File: config.mk
export PLATFORM = sky130hd
export DESIGN_NAME = budget_cache_oldest_eviction_top_flat
export DESIGN_NICKNAME = d
export VERILOG_FILES = /design/src/hw/rtl/bcoe_pkg.sv /design/src/hw/rtl/bcoe_ifs.sv /design/src/hw/rtl/bcoe_ram.sv /design/src/hw/rtl/bcoe_ctrl.sv /design/src/hw/rtl/bcoe_dp.sv /design/src/hw/rtl/budget_cache_oldest_eviction_top.sv /design/src/flat_wrapper.sv
export SDC_FILE = /design/constraint.sdc
export NUM_CORES = 2
export LEC_CHECK = 0
export ABC_AREA = 0
export BUFFER_PORTS_ARGS = -buffer_cell sky130_fd_sc_hd__buf_2
export CAP_MARGIN = 5
export CORE_ASPECT_RATIO = 1.1
export CORE_MARGIN = 4
export CORE_UTILIZATION = 52
export DETAILED_ROUTE_END_ITERATION = 6
export MAX_ROUTING_LAYER = met4
export PLACE_DENSITY = 0.68
export SETUP_SLACK_MARGIN = 0.15
export SLEW_MARGIN = 40
export SYNTH_ARGS = -nofsm -noshare
export SYNTH_HDL_FRONTEND = slang
export SYNTH_HIERARCHICAL = 1
export SYNTH_SLANG_ARGS = --single-unit
File: constraint.sdc
create_clock -name clk -period 11.7 [get_ports clk]
set_clock_uncertainty 0.2 [all_clocks]
set_input_delay 0 -clock clk [delete_from_list [all_inputs] [get_ports clk]]
set_output_delay 0 -clock clk [all_outputs]
set_load 0.005 [all_outputs]
File: src/hw/rtl/bcoe_pkg.sv
package bcoe_pkg;

	localparam int ENTRIES_DEF  = 16;
	localparam int KEY_BITS_DEF = 16;

	localparam int CMD_W    = 3;
	localparam int KEY_W    = 16;
	localparam int PATH_W   = 16;
	localparam int FSIZE_W  = 40;
	localparam int BUDGET_W = 24;
	localparam int VOCAB_W  = 17;
	localparam int KB_W     = 9;
	localparam int TOTAL_W  = 13;
	localparam int EVICT_W  = 5;
	localparam int AGE_W    = 32;
	localparam int SUM_W    = 24;

	localparam logic [CMD_W-1:0] CMD_LOAD         = 3'd0;
	localparam logic [CMD_W-1:0] CMD_UNLOAD       = 3'd1;
	localparam logic [CMD_W-1:0] CMD_LOOKUP       = 3'd2;
	localparam logic [CMD_W-1:0] CMD_EVICT_OLDEST = 3'd3;
	localparam logic [CMD_W-1:0] CMD_EVICT_ALL    = 3'd4;

	localparam logic [BUDGET_W-1:0] BUDGET_RESET = 24'd1024;

	localparam logic [VOCAB_W-1:0] VOCAB_CAP     = 17'd128000;
	localparam logic [VOCAB_W-1:0] VOCAB_MIN     = 17'd1000;
	localparam logic [VOCAB_W-1:0] VOCAB_DEFAULT = 17'd32000;
	localparam logic [KB_W-1:0]    KB_MIN        = 9'd64;
	localparam int                 KB_SHIFT      = 8;

	localparam int                 RECIP_W     = 25;
	localparam int                 RECIP_SHIFT = 31;
	localparam logic [RECIP_W-1:0] RECIP_100   = 25'd21474837;
	localparam int                 SMALL_W     = 24;
	localparam logic [FSIZE_W-1:0] CAP_BYTES   = 40'd12800000;

	localparam logic [1:0] SCAN_KEY  = 2'd0;
	localparam logic [1:0] SCAN_OLD  = 2'd1;
	localparam logic [1:0] SCAN_FREE = 2'd2;

	typedef struct packed {
		logic capture;
		logic start_key;
		logic start_old;
		logic start_free;
		logic est;
		logic evict_old;
		logic unload_hit;
		logic clear_all;
		logic write_new;
		logic fail;
		logic respond;
	} ctl_cmd_t;

	typedef struct packed {
		logic             scan_done;
		logic             free_hit;
		logic             hit;
		logic             old_found;
		logic             over;
		logic             empty;
		logic             full;
		logic             out_busy;
		logic [CMD_W-1:0] code;
	} ctl_sts_t;

	typedef enum logic [10:0] {
		ST_IDLE     = 11'b000_0000_0001,
		ST_KSCAN    = 11'b000_0000_0010,
		ST_DISPATCH = 11'b000_0000_0100,
		ST_EST      = 11'b000_0000_1000,
		ST_DECIDE   = 11'b000_0001_0000,
		ST_OSCAN    = 11'b000_0010_0000,
		ST_EVICT    = 11'b000_0100_0000,
		ST_OSCANF   = 11'b000_1000_0000,
		ST_FSCAN    = 11'b001_0000_0000,
		ST_WRITE    = 11'b010_0000_0000,
		ST_RESP     = 11'b100_0000_0000
	} state_t;

endpackage

File: src/hw/rtl/bcoe_ifs.sv
interface bcoe_req_if import bcoe_pkg::*; ();
	logic               valid;
	logic               ready;
	logic [CMD_W-1:0]   command;
	logic [KEY_W-1:0]   entry_key;
	logic [PATH_W-1:0]  path_tag;
	logic [FSIZE_W-1:0] src_bytes;

	modport source (output valid, command, entry_key, path_tag, src_bytes, input ready);
	modport sink (input valid, command, entry_key, path_tag, src_bytes, output ready);
endinterface

interface bcoe_rsp_if import bcoe_pkg::*; ();
	logic               valid;
	logic               ready;
	logic               ok;
	logic               present;
	logic               compatible;
	logic [VOCAB_W-1:0] vocab_est;
	logic [KB_W-1:0]    entry_kb;
	logic [TOTAL_W-1:0] total_kb;
	logic [EVICT_W-1:0] evicted;

	modport source (output valid, ok, present, compatible, vocab_est, entry_kb, total_kb,
		evicted, input ready);
	modport sink (input valid, ok, present, compatible, vocab_est, entry_kb, total_kb,
		evicted, output ready);
endinterface

interface bcoe_cfg_if import bcoe_pkg::*; ();
	logic                valid;
	logic                ready;
	logic [BUDGET_W-1:0] budget_kb;

	modport source (output valid, budget_kb, input ready);
	modport sink (input valid, budget_kb, output ready);
endinterface

File: src/hw/rtl/bcoe_ram.sv
module bcoe_ram #(
	parameter int WIDTH = 8,
	parameter int DEPTH = 16
) (
	input  logic                     clk,
	input  logic                     we,
	input  logic [$clog2(DEPTH)-1:0] waddr,
	input  logic [WIDTH-1:0]         wdata,
	input  logic [$clog2(DEPTH)-1:0] raddr,
	output logic [WIDTH-1:0]         rdata
);

	logic [WIDTH-1:0] mem_q [DEPTH];

	always_ff @(posedge clk) begin
		if (we) begin
			mem_q[waddr] <= wdata;
		end
		rdata <= mem_q[raddr];
	end

endmodule

File: src/hw/rtl/bcoe_ctrl.sv
module bcoe_ctrl import bcoe_pkg::*; (
	input  logic     clk,
	input  logic     arst_n,
	input  logic     req_valid,
	output logic     req_ready,
	input  ctl_sts_t sts,
	output ctl_cmd_t cmd
);

	state_t state_q, state_d;

	always_ff @(posedge clk or negedge arst_n) begin
		if (!arst_n) begin
			state_q <= ST_IDLE;
		end else begin
			state_q <= state_d;
		end
	end

	assign req_ready = (state_q == ST_IDLE);

	always_comb begin
		state_d = state_q;
		cmd     = '0;
		case (state_q)
			ST_IDLE: begin
				if (req_valid) begin
					cmd.capture   = 1'b1;
					cmd.start_key = 1'b1;
					state_d       = ST_KSCAN;
				end
			end
			ST_KSCAN: begin
				if (sts.scan_done) begin
					state_d = ST_DISPATCH;
				end
			end
			ST_DISPATCH: begin
				state_d = ST_RESP;
				if (sts.code == CMD_LOAD) begin
					if (!sts.hit) begin
						state_d = ST_EST;
					end
				end else if (sts.code == CMD_UNLOAD) begin
					cmd.unload_hit = 1'b1;
				end else if (sts.code == CMD_EVICT_OLDEST) begin
					cmd.start_old = 1'b1;
					state_d       = ST_OSCAN;
				end else if (sts.code == CMD_EVICT_ALL) begin
					cmd.clear_all = 1'b1;
				end
			end
			ST_EST: begin
				cmd.est = 1'b1;
				state_d = ST_DECIDE;
			end
			ST_DECIDE: begin
				if (sts.over) begin
					if (sts.empty) begin
						cmd.fail = 1'b1;
						state_d  = ST_RESP;
					end else begin
						cmd.start_old = 1'b1;
						state_d       = ST_OSCAN;
					end
				end else if (sts.full) begin
					cmd.start_old = 1'b1;
					state_d       = ST_OSCANF;
				end else begin
					cmd.start_free = 1'b1;
					state_d        = ST_FSCAN;
				end
			end
			ST_OSCAN: begin
				if (sts.scan_done) begin
					state_d = ST_EVICT;
				end
			end
			ST_EVICT: begin
				cmd.evict_old = sts.old_found;
				state_d       = (sts.code == CMD_LOAD) ? ST_DECIDE : ST_RESP;
			end
			ST_OSCANF: begin
				if (sts.scan_done) begin
					state_d = ST_WRITE;
				end
			end
			ST_FSCAN: begin
				if (sts.free_hit) begin
					state_d = ST_WRITE;
				end
			end
			ST_WRITE: begin
				cmd.write_new = 1'b1;
				state_d       = ST_RESP;
			end
			ST_RESP: begin
				if (!sts.out_busy) begin
					cmd.respond = 1'b1;
					state_d     = ST_IDLE;
				end
			end
			default: begin
				state_d = ST_IDLE;
			end
		endcase
	end

endmodule

File: src/hw/rtl/bcoe_dp.sv
module bcoe_dp import bcoe_pkg::*; #(
	parameter int ENTRIES  = ENTRIES_DEF,
	parameter int KEY_BITS = KEY_BITS_DEF
) (
	input  logic                clk,
	input  logic                arst_n,
	input  ctl_cmd_t            cmd,
	output ctl_sts_t            sts,
	input  logic [CMD_W-1:0]    req_command,
	input  logic [KEY_W-1:0]    req_entry_key,
	input  logic [PATH_W-1:0]   req_path_tag,
	input  logic [FSIZE_W-1:0]  req_src_bytes,
	input  logic                cfg_valid,
	input  logic [BUDGET_W-1:0] cfg_budget_kb,
	input  logic                rsp_ready,
	output logic                rsp_valid,
	output logic                rsp_ok,
	output logic                rsp_present,
	output logic                rsp_compatible,
	output logic [VOCAB_W-1:0]  rsp_vocab_est,
	output logic [KB_W-1:0]     rsp_entry_kb,
	output logic [TOTAL_W-1:0]  rsp_total_kb,
	output logic [EVICT_W-1:0]  rsp_evicted
);

	localparam int IW  = $clog2(ENTRIES);
	localparam int CW  = $clog2(ENTRIES + 1);
	localparam int KW  = (KEY_BITS < KEY_W) ? KEY_BITS : KEY_W;
	localparam int RW  = KW + PATH_W + VOCAB_W + KB_W + AGE_W;
	localparam int PW  = SMALL_W + RECIP_W;

	// input beat
	logic [CMD_W-1:0]   code_q;
	logic [KW-1:0]      key_q;
	logic [PATH_W-1:0]  path_q;
	logic [FSIZE_W-1:0] fsz_q;

	// estimate
	logic [PW-1:0]      prod_q;
	logic [VOCAB_W-1:0] new_vocab_q;
	logic [KB_W-1:0]    new_kb_q;
	logic [VOCAB_W-1:0] v_raw, v_est;
	logic [KB_W-1:0]    kb_raw, kb_est;

	// table state
	logic [ENTRIES-1:0]  valid_q;
	logic [CW-1:0]       cnt_q;
	logic [SUM_W-1:0]    sum_q;
	logic [AGE_W-1:0]    seq_q;
	logic [BUDGET_W-1:0] budget_q;
	logic [EVICT_W-1:0]  ev_q;
	logic                ok_q;

	// scan
	logic          run_q;
	logic [1:0]    mode_q;
	logic [IW-1:0] idx_q;
	logic          rd_s1;
	logic [IW-1:0] rd_idx_s1;

	logic              hit_q;
	logic [IW-1:0]     hit_idx_q;
	logic [PATH_W-1:0] hit_path_q;
	logic [VOCAB_W-1:0] hit_vocab_q;
	logic [KB_W-1:0]   hit_kb_q;

	logic             old_q;
	logic [IW-1:0]    old_idx_q;
	logic [KB_W-1:0]  old_kb_q;
	logic [AGE_W-1:0] best_dist_q;

	// response register
	logic               rsp_valid_q;
	logic               rsp_ok_q;
	logic               rsp_present_q;
	logic               rsp_compatible_q;
	logic [VOCAB_W-1:0] rsp_vocab_q;
	logic [KB_W-1:0]    rsp_kb_q;
	logic [TOTAL_W-1:0] rsp_total_q;
	logic [EVICT_W-1:0] rsp_evicted_q;

	logic [RW-1:0]      ram_wdata, ram_rdata;
	logic [KW-1:0]      rd_key;
	logic [PATH_W-1:0]  rd_path;
	logic [VOCAB_W-1:0] rd_vocab;
	logic [KB_W-1:0]    rd_kb;
	logic [AGE_W-1:0]   rd_age;
	logic [AGE_W-1:0]   rd_dist;
	logic               rd_v, key_match, old_better, scan_done, free_hit, full_now;
	logic [IW-1:0]      slot;
	logic               present_now;

	bcoe_ram #(.WIDTH(RW), .DEPTH(ENTRIES)) u_ram (
		.clk   (clk),
		.we    (cmd.write_new),
		.waddr (slot),
		.wdata (ram_wdata),
		.raddr (idx_q),
		.rdata (ram_rdata)
	);

	assign ram_wdata = {key_q, path_q, new_vocab_q, new_kb_q, seq_q};
	assign {rd_key, rd_path, rd_vocab, rd_kb, rd_age} = ram_rdata;

	assign rd_v       = valid_q[rd_idx_s1];
	assign rd_dist    = seq_q - rd_age;
	assign key_match  = rd_s1 && (mode_q == SCAN_KEY) && rd_v && !hit_q && (rd_key == key_q);
	assign old_better = rd_s1 && (mode_q == SCAN_OLD) && rd_v && (!old_q || rd_dist > best_dist_q);
	assign scan_done  = rd_s1 && (rd_idx_s1 == IW'(ENTRIES - 1));
	assign free_hit   = run_q && (mode_q == SCAN_FREE) && !valid_q[idx_q];
	assign full_now   = (cnt_q == CW'(ENTRIES));
	assign slot       = full_now ? old_idx_q : idx_q;

	assign v_raw  = (fsz_q >= CAP_BYTES) ? VOCAB_CAP : prod_q[RECIP_SHIFT +: VOCAB_W];
	assign v_est  = (v_raw < VOCAB_MIN) ? VOCAB_DEFAULT : v_raw;
	assign kb_raw = v_est[VOCAB_W-1:KB_SHIFT];
	assign kb_est = (kb_raw < KB_MIN) ? KB_MIN : kb_raw;

	assign present_now = hit_q && valid_q[hit_idx_q];

	assign sts.scan_done = scan_done;
	assign sts.free_hit  = free_hit;
	assign sts.hit       = hit_q;
	assign sts.old_found = old_q;
	assign sts.over      = ({1'b0, sum_q} + (SUM_W + 1)'(new_kb_q)) > (SUM_W + 1)'(budget_q);
	assign sts.empty     = (cnt_q == '0);
	assign sts.full      = full_now;
	assign sts.out_busy  = rsp_valid_q && !rsp_ready;
	assign sts.code      = code_q;

	always_ff @(posedge clk or negedge arst_n) begin
		if (!arst_n) begin
			run_q       <= 1'b0;
			mode_q      <= SCAN_KEY;
			idx_q       <= '0;
			rd_s1       <= 1'b0;
			hit_q       <= 1'b0;
			old_q       <= 1'b0;
			valid_q     <= '0;
			cnt_q       <= '0;
			sum_q       <= '0;
			seq_q       <= '0;
			budget_q    <= BUDGET_RESET;
			ev_q        <= '0;
			ok_q        <= 1'b1;
			rsp_valid_q <= 1'b0;
		end else begin
			if (cfg_valid) begin
				budget_q <= cfg_budget_kb;
			end

			rd_s1 <= run_q && (mode_q != SCAN_FREE);
			if (cmd.start_key || cmd.start_old || cmd.start_free) begin
				run_q  <= 1'b1;
				idx_q  <= '0;
				mode_q <= cmd.start_key ? SCAN_KEY : (cmd.start_old ? SCAN_OLD : SCAN_FREE);
			end else if (run_q) begin
				if (mode_q == SCAN_FREE) begin
					if (free_hit) begin
						run_q <= 1'b0;
					end else begin
						idx_q <= idx_q + IW'(1);
					end
				end else if (idx_q == IW'(ENTRIES - 1)) begin
					run_q <= 1'b0;
				end else begin
					idx_q <= idx_q + IW'(1);
				end
			end

			if (cmd.start_key) begin
				hit_q <= 1'b0;
			end else if (key_match) begin
				hit_q <= 1'b1;
			end

			if (cmd.start_old) begin
				old_q <= 1'b0;
			end else if (old_better) begin
				old_q <= 1'b1;
			end

			if (cmd.capture) begin
				ev_q <= '0;
				ok_q <= 1'b1;
			end

			if (cmd.fail) begin
				ok_q <= 1'b0;
			end

			if (cmd.unload_hit && hit_q) begin
				valid_q[hit_idx_q] <= 1'b0;
				sum_q              <= sum_q - SUM_W'(hit_kb_q);
				cnt_q              <= cnt_q - CW'(1);
			end

			if (cmd.evict_old) begin
				valid_q[old_idx_q] <= 1'b0;
				sum_q              <= sum_q - SUM_W'(old_kb_q);
				cnt_q              <= cnt_q - CW'(1);
				ev_q               <= ev_q + EVICT_W'(1);
			end

			if (cmd.clear_all) begin
				valid_q <= '0;
				sum_q   <= '0;
				cnt_q   <= '0;
				ev_q    <= EVICT_W'(cnt_q);
			end

			if (cmd.write_new) begin
				valid_q[slot] <= 1'b1;
				seq_q         <= seq_q + AGE_W'(1);
				hit_q         <= 1'b1;
				if (full_now) begin
					sum_q <= sum_q - SUM_W'(old_kb_q) + SUM_W'(new_kb_q);
					ev_q  <= ev_q + EVICT_W'(1);
				end else begin
					sum_q <= sum_q + SUM_W'(new_kb_q);
					cnt_q <= cnt_q + CW'(1);
				end
			end

			if (cmd.respond) begin
				rsp_valid_q <= 1'b1;
			end else if (rsp_ready) begin
				rsp_valid_q <= 1'b0;
			end
		end
	end

	always_ff @(posedge clk) begin
		if (cmd.capture) begin
			code_q <= req_command;
			key_q  <= req_entry_key[KW-1:0];
			path_q <= req_path_tag;
			fsz_q  <= req_src_bytes;
		end
		prod_q    <= PW'(fsz_q[SMALL_W-1:0]) * PW'(RECIP_100);
		rd_idx_s1 <= idx_q;
		if (cmd.est) begin
			new_vocab_q <= v_est;
			new_kb_q    <= kb_est;
		end
		if (key_match) begin
			hit_idx_q   <= rd_idx_s1;
			hit_path_q  <= rd_path;
			hit_vocab_q <= rd_vocab;
			hit_kb_q    <= rd_kb;
		end else if (cmd.write_new) begin
			hit_idx_q   <= slot;
			hit_path_q  <= path_q;
			hit_vocab_q <= new_vocab_q;
			hit_kb_q    <= new_kb_q;
		end
		if (old_better) begin
			old_idx_q   <= rd_idx_s1;
			old_kb_q    <= rd_kb;
			best_dist_q <= rd_dist;
		end
		if (cmd.respond) begin
			rsp_ok_q         <= ok_q;
			rsp_present_q    <= present_now;
			rsp_compatible_q <= present_now && (hit_path_q == path_q);
			rsp_vocab_q      <= present_now ? hit_vocab_q : '0;
			rsp_kb_q         <= present_now ? hit_kb_q : '0;
			rsp_total_q      <= sum_q[TOTAL_W-1:0];
			rsp_evicted_q    <= ev_q;
		end
	end

	assign rsp_valid      = rsp_valid_q;
	assign rsp_ok         = rsp_ok_q;
	assign rsp_present    = rsp_present_q;
	assign rsp_compatible = rsp_compatible_q;
	assign rsp_vocab_est  = rsp_vocab_q;
	assign rsp_entry_kb   = rsp_kb_q;
	assign rsp_total_kb   = rsp_total_q;
	assign rsp_evicted    = rsp_evicted_q;

endmodule

File: src/hw/rtl/budget_cache_oldest_eviction_top.sv
// Sequence: every command first scans all entries for its key; lookup, unload and evict-all then respond.
// Evict-oldest adds an age scan; a load that misses adds one age scan per eviction plus
// a free-slot search, or an age scan that picks the entry to replace when the table is full.
// Throughput: one command at a time; the key scan over the entry RAM read port sets the floor.
// Reset: arst_n clears all valid bits, load sequence, total and evict count; budget goes to 1024.
module budget_cache_oldest_eviction_top import bcoe_pkg::*; #(
	parameter int ENTRIES  = ENTRIES_DEF,
	parameter int KEY_BITS = KEY_BITS_DEF
) (
	input logic         clk,
	input logic         arst_n,
	bcoe_req_if.sink    req,
	bcoe_rsp_if.source  rsp,
	bcoe_cfg_if.sink    cfg
);

	ctl_cmd_t cmd;
	ctl_sts_t sts;

	assign cfg.ready = 1'b1;

	bcoe_ctrl u_ctrl (
		.clk       (clk),
		.arst_n    (arst_n),
		.req_valid (req.valid),
		.req_ready (req.ready),
		.sts       (sts),
		.cmd       (cmd)
	);

	bcoe_dp #(.ENTRIES(ENTRIES), .KEY_BITS(KEY_BITS)) u_dp (
		.clk            (clk),
		.arst_n         (arst_n),
		.cmd            (cmd),
		.sts            (sts),
		.req_command    (req.command),
		.req_entry_key  (req.entry_key),
		.req_path_tag   (req.path_tag),
		.req_src_bytes  (req.src_bytes),
		.cfg_valid      (cfg.valid),
		.cfg_budget_kb  (cfg.budget_kb),
		.rsp_ready      (rsp.ready),
		.rsp_valid      (rsp.valid),
		.rsp_ok         (rsp.ok),
		.rsp_present    (rsp.present),
		.rsp_compatible (rsp.compatible),
		.rsp_vocab_est  (rsp.vocab_est),
		.rsp_entry_kb   (rsp.entry_kb),
		.rsp_total_kb   (rsp.total_kb),
		.rsp_evicted    (rsp.evicted)
	);

endmodule

File: src/flat_wrapper.sv
// flat-port wrapper written by rule: the top's interface ports become plain ports
module budget_cache_oldest_eviction_top_flat import bcoe_pkg::*;
#(
	parameter int ENTRIES  = ENTRIES_DEF,
	parameter int KEY_BITS = KEY_BITS_DEF
)
  (clk, arst_n, req_valid, req_command, req_entry_key, req_path_tag, req_src_bytes, req_ready, rsp_valid, rsp_ok, rsp_present, rsp_compatible, rsp_vocab_est, rsp_entry_kb, rsp_total_kb, rsp_evicted, rsp_ready, cfg_valid, cfg_budget_kb, cfg_ready);
  bcoe_req_if req_i ();
  bcoe_rsp_if rsp_i ();
  bcoe_cfg_if cfg_i ();
  input logic clk;
  input logic arst_n;
  input wire logic [$bits(req_i.valid)-1:0] req_valid;
  input wire logic [$bits(req_i.command)-1:0] req_command;
  input wire logic [$bits(req_i.entry_key)-1:0] req_entry_key;
  input wire logic [$bits(req_i.path_tag)-1:0] req_path_tag;
  input wire logic [$bits(req_i.src_bytes)-1:0] req_src_bytes;
  output wire logic [$bits(req_i.ready)-1:0] req_ready;
  output wire logic [$bits(rsp_i.valid)-1:0] rsp_valid;
  output wire logic [$bits(rsp_i.ok)-1:0] rsp_ok;
  output wire logic [$bits(rsp_i.present)-1:0] rsp_present;
  output wire logic [$bits(rsp_i.compatible)-1:0] rsp_compatible;
  output wire logic [$bits(rsp_i.vocab_est)-1:0] rsp_vocab_est;
  output wire logic [$bits(rsp_i.entry_kb)-1:0] rsp_entry_kb;
  output wire logic [$bits(rsp_i.total_kb)-1:0] rsp_total_kb;
  output wire logic [$bits(rsp_i.evicted)-1:0] rsp_evicted;
  input wire logic [$bits(rsp_i.ready)-1:0] rsp_ready;
  input wire logic [$bits(cfg_i.valid)-1:0] cfg_valid;
  input wire logic [$bits(cfg_i.budget_kb)-1:0] cfg_budget_kb;
  output wire logic [$bits(cfg_i.ready)-1:0] cfg_ready;
  assign req_i.valid = req_valid;
  assign req_i.command = req_command;
  assign req_i.entry_key = req_entry_key;
  assign req_i.path_tag = req_path_tag;
  assign req_i.src_bytes = req_src_bytes;
  assign req_ready = req_i.ready;
  assign rsp_valid = rsp_i.valid;
  assign rsp_ok = rsp_i.ok;
  assign rsp_present = rsp_i.present;
  assign rsp_compatible = rsp_i.compatible;
  assign rsp_vocab_est = rsp_i.vocab_est;
  assign rsp_entry_kb = rsp_i.entry_kb;
  assign rsp_total_kb = rsp_i.total_kb;
  assign rsp_evicted = rsp_i.evicted;
  assign rsp_i.ready = rsp_ready;
  assign cfg_i.valid = cfg_valid;
  assign cfg_i.budget_kb = cfg_budget_kb;
  assign cfg_ready = cfg_i.ready;
  budget_cache_oldest_eviction_top #(.ENTRIES(ENTRIES), .KEY_BITS(KEY_BITS)) u_core (.clk(clk), .arst_n(arst_n), .req(req_i), .rsp(rsp_i), .cfg(cfg_i));
endmodule
==> impl_metrics.csv <==
group,metric,value,unit
yosys,syn_avg_cell_area,16.7,µm²
timing,setup_viol,0,
setup_path,rrSetupSlack,4.48,ns
floorplan,start_util,0.525,
min_path,hold_path_depth,5,
setup_path,r2r_end,"u_core/u_dp/prod_q[47]",
timing,period_share,0.618,
route,drt_iter0_markers,3982,
timing,max_slew_margin,0.404,
route,routed_via_density,5.89,
layout,area_growth,14.2,%
setup_path,r2r_cells,23,
placement,place_inst,7443,
clock_tree,cts_resized,0,
layout,multiInputGateArea,28300,µm²
timing,hold_slack,0.0747,ns
route,final_antenna_net_count,0,
setup_path,crit_family,"adder cells",
route,drcViolationCount,0,
clock_tree,hold_buffers,253,
yosys,synth-async-reset-ratio,0.0672,
min_path,min-delay-start,"req_valid",
layout,finalNetCount,6364,
route,dr_total_vias,47500,
floorplan,dieHeight,436,µm
global_route,track_usage,0.245,
floorplan,dieArea,173000,µm²
timing,rsz0062_at_grt,"false",
clock_tree,post_cts_buffers,0,
status,status,"complete, no violations",
yosys,yosysWarningCount,6,
setup_path,cpMaxStageDelayCell,"edfxtp_1",
placement,port_buffers,152,
global_route,grt_overflow,0,
timing,tightest_slew,0.894,ns
timing,setup-tns-final,0,ns
yosys,synth_cell_types,106,
setup_path,crit_buf_inv,5,
layout,drive_gt1_frac,0.173,
global_route,grt_pass1_wl,309000,µm
timing,finalHoldViolCount,0,
clock_tree,cts-root-buf,"clkbuf_16",
setup_path,worstPathRequired,12.23,ns
setup_path,cp-start-kind,"flop",
clock_tree,cts_sinks,1919,
yosys,syn_nets,5889,
min_path,hold_path_class,"primary input to flop",
yosys,yosys_register_bits,1919,
route,drt_wl_total,205000,µm
global_route,grt_max_degree,91,
clock_tree,cts.reportedPaths.clkPinSlew,0.06,ns
floorplan,pin_count,154,
route,avgRoutedWirePerCell,25.4,µm
placement,place_congestion,0.905,
floorplan,fp.dieW,397,µm
timing,drv_slew,0,
yosys,yosysSeqAreaShare,0.645,
global_route,antenna_found_initial,7,
layout,final_cells,8054,
min_path,whs_endpoint,"u_core/u_dp/ok_q",
layout,final_cell_mix,"1,679 x edfxtp_1, 459 x inv_1, 383 x ha_1",
yosys,synth_area,86600,µm²
clock_tree,clk_latency,0.84,ns
yosys,synth_flop_cell,"edfxtp_1",
setup_path,end_kind,"flop",
clock_tree,htree_levels,4,
timing,min_period,7.22,ns
setup_path,worstReg2RegStart,"u_core/u_dp/fsz_q[13]",
setup_path,critPathKind,"flop to flop",
placement,hpwl,115000,µm
clock_tree,cts_buffers,185,
setup_path,crit_top_cell,"fa_1",
floorplan,core,165000,µm²
layout,fillers,12000,
layout,ff_latch_area,55900,µm²
timing,clock.fmax,0.138,GHz
setup_path,path_max_fanout,9,
setup_path,path_cells,"inv_1 > ha_1 > inv_1 > fa_1 > inv_1 > fa_1 > fa_1 > fa_1 > fa_1 > inv_1 > fa_1 > inv_1 > ha_1 > and3_1 > nand2_1 > nor2_1 > nor4_1 > nor3b_1 > a311oi_1 > a311o_1 > a21oi_1 > or2_2 > a311oi_1",
job,cap_violations,0,
clock_tree,cts_tree,"done",
global_route,grt_pass1_vias,48700,
layout,final_common_cell,"edfxtp_1",
yosys,syn_inst,5197,
setup_path,max_stage_delay,0.58,ns
floorplan,rows,156,
yosys,synth_edf_count,1679,
clock_tree,clock_path_buffers,3,
route,drt-pass1-iter-count,7,
setup_path,worst_ep_arrival_time,7.76,ns
## Yosys cell counts (all sizes together), types with 44 or more instances
cell type     n  area (µm²)
edfxtp     1679       50400
inv         460        1730
ha          383        4790
mux4        371        8360
nand2       233         880
fa          205        4100
a22oi       185        1390
nor2        144         543
xnor2       131        1150
dfrtp       126        3150
o21ai       117         589
dfxtp       111        2220
buf          98         638
a21oi        97         485
clkbuf       92         349
nand3        68         363
xor2         68         596
a21o         49         368
mux2         49         552
and3         47         295
nor3         44         236
## worst max path at each step
| stage | depth (start not counted) | start | to |
|---|---|---|---|
| after floorplan | 6 | u_core/u_ctrl/state_q[4] | u_core/u_dp/u_ram/mem_q[0][0] |
| after global placement | 23 | u_core/u_dp/fsz_q[13] | u_core/u_dp/prod_q[47] |
| after detailed placement | 23 | u_core/u_dp/fsz_q[13] | u_core/u_dp/prod_q[47] |
| after CTS | 23 | u_core/u_dp/fsz_q[13] | u_core/u_dp/prod_q[47] |
| after global routing | 23 | u_core/u_dp/fsz_q[13] | u_core/u_dp/prod_q[47] |
| final | 23 | u_core/u_dp/fsz_q[13] | u_core/u_dp/prod_q[47] |
## area by class of cell
cell class | count | area share
timing repair buffer | 478 | 0.0424
tap | 2212 | 0.0280
inverter | 460 | 0.0175
multi-input combinational | 2628 | 0.286
antenna | 6 | 0.000152
clock buffer | 254 | 0.0514
sequential | 1919 | 0.565
clock inverter | 97 | 0.00988
## layer usage
| metal | share of wire | track usage | wire [µm] |
|---|---|---|---|
| met1 | 0.42 | 0.336 | 86400 |
| met3 | 0.066 | 0.0390 | 13600 |
| met5 | 0 | - | 0 |
| met2 | 0.49 | 0.390 | 100000 |
| met4 | 0.021 | 0.0560 | 4250 |
## worst reg2reg max path, cell delays in order (launching register included)
cell	delay [ns]
edfxtp_1	0.58
inv_1	0.24
ha_1	0.36
inv_1	0.06
fa_1	0.50
inv_1	0.06
fa_1	0.52
fa_1	0.44
fa_1	0.52
fa_1	0.55
inv_1	0.06
fa_1	0.53
inv_1	0.05
ha_1	0.32
and3_1	0.21
nand2_1	0.10
nor2_1	0.06
nor4_1	0.24
nor3b_1	0.09
a311oi_1	0.44
a311o_1	0.32
a21oi_1	0.11
or2_2	0.32
a311oi_1	0.24
## cell families (layout without fill, tap and decap cells)
family	after synthesis	in the layout	share of synthesized area
AO/OA/AOI/OAI	634	634	0.0504
XOR/XNOR	199	199	0.0201
adder cells (fa/ha/maj)	588	588	0.103
buffers and inverters	650	1289	0.0313
flip-flops	1919	1919	0.645
multiplexers	432	432	0.104
other	1	7	0.0000433
AND/OR/NAND/NOR	774	774	0.0462
## per-stage QoR
stage	area (µm²)	setup WS, ns	util
2_1_floorplan	86600	2.76	-
3_3_place_gp	90000	4.56	0.545
3_5_place_dp	90200	4.48	0.547
4_1_cts	98800	4.46	0.599
5_1_grt	98900	4.02	0.600
6_report	98900	4.48	0.600
## sequential cells by signal, summed over array words and instances (netlist names), 9 cells and up
name / count
u_core/u_ctrl/state_q: 11
u_core/u_dp/best_dist_q: 32
u_core/u_dp/budget_q: 24
u_core/u_dp/fsz_q: 40
u_core/u_dp/hit_kb_q: 9
u_core/u_dp/hit_path_q: 16
u_core/u_dp/hit_vocab_q: 17
u_core/u_dp/key_q: 16
u_core/u_dp/new_kb_q: 9
u_core/u_dp/new_vocab_q: 17
u_core/u_dp/old_kb_q: 9
u_core/u_dp/path_q: 16
u_core/u_dp/prod_q: 17
u_core/u_dp/rsp_entry_kb: 9
u_core/u_dp/rsp_total_kb: 13
u_core/u_dp/rsp_vocab_est: 17
u_core/u_dp/seq_q: 32
u_core/u_dp/sum_q: 24
u_core/u_dp/u_ram/mem_q: 1440
u_core/u_dp/u_ram/rdata: 90
u_core/u_dp/valid_q: 16
Power is left out: the tool's default activity adds up to more than one toggle a clock period on the data nets, which glitch-free logic cannot reach.
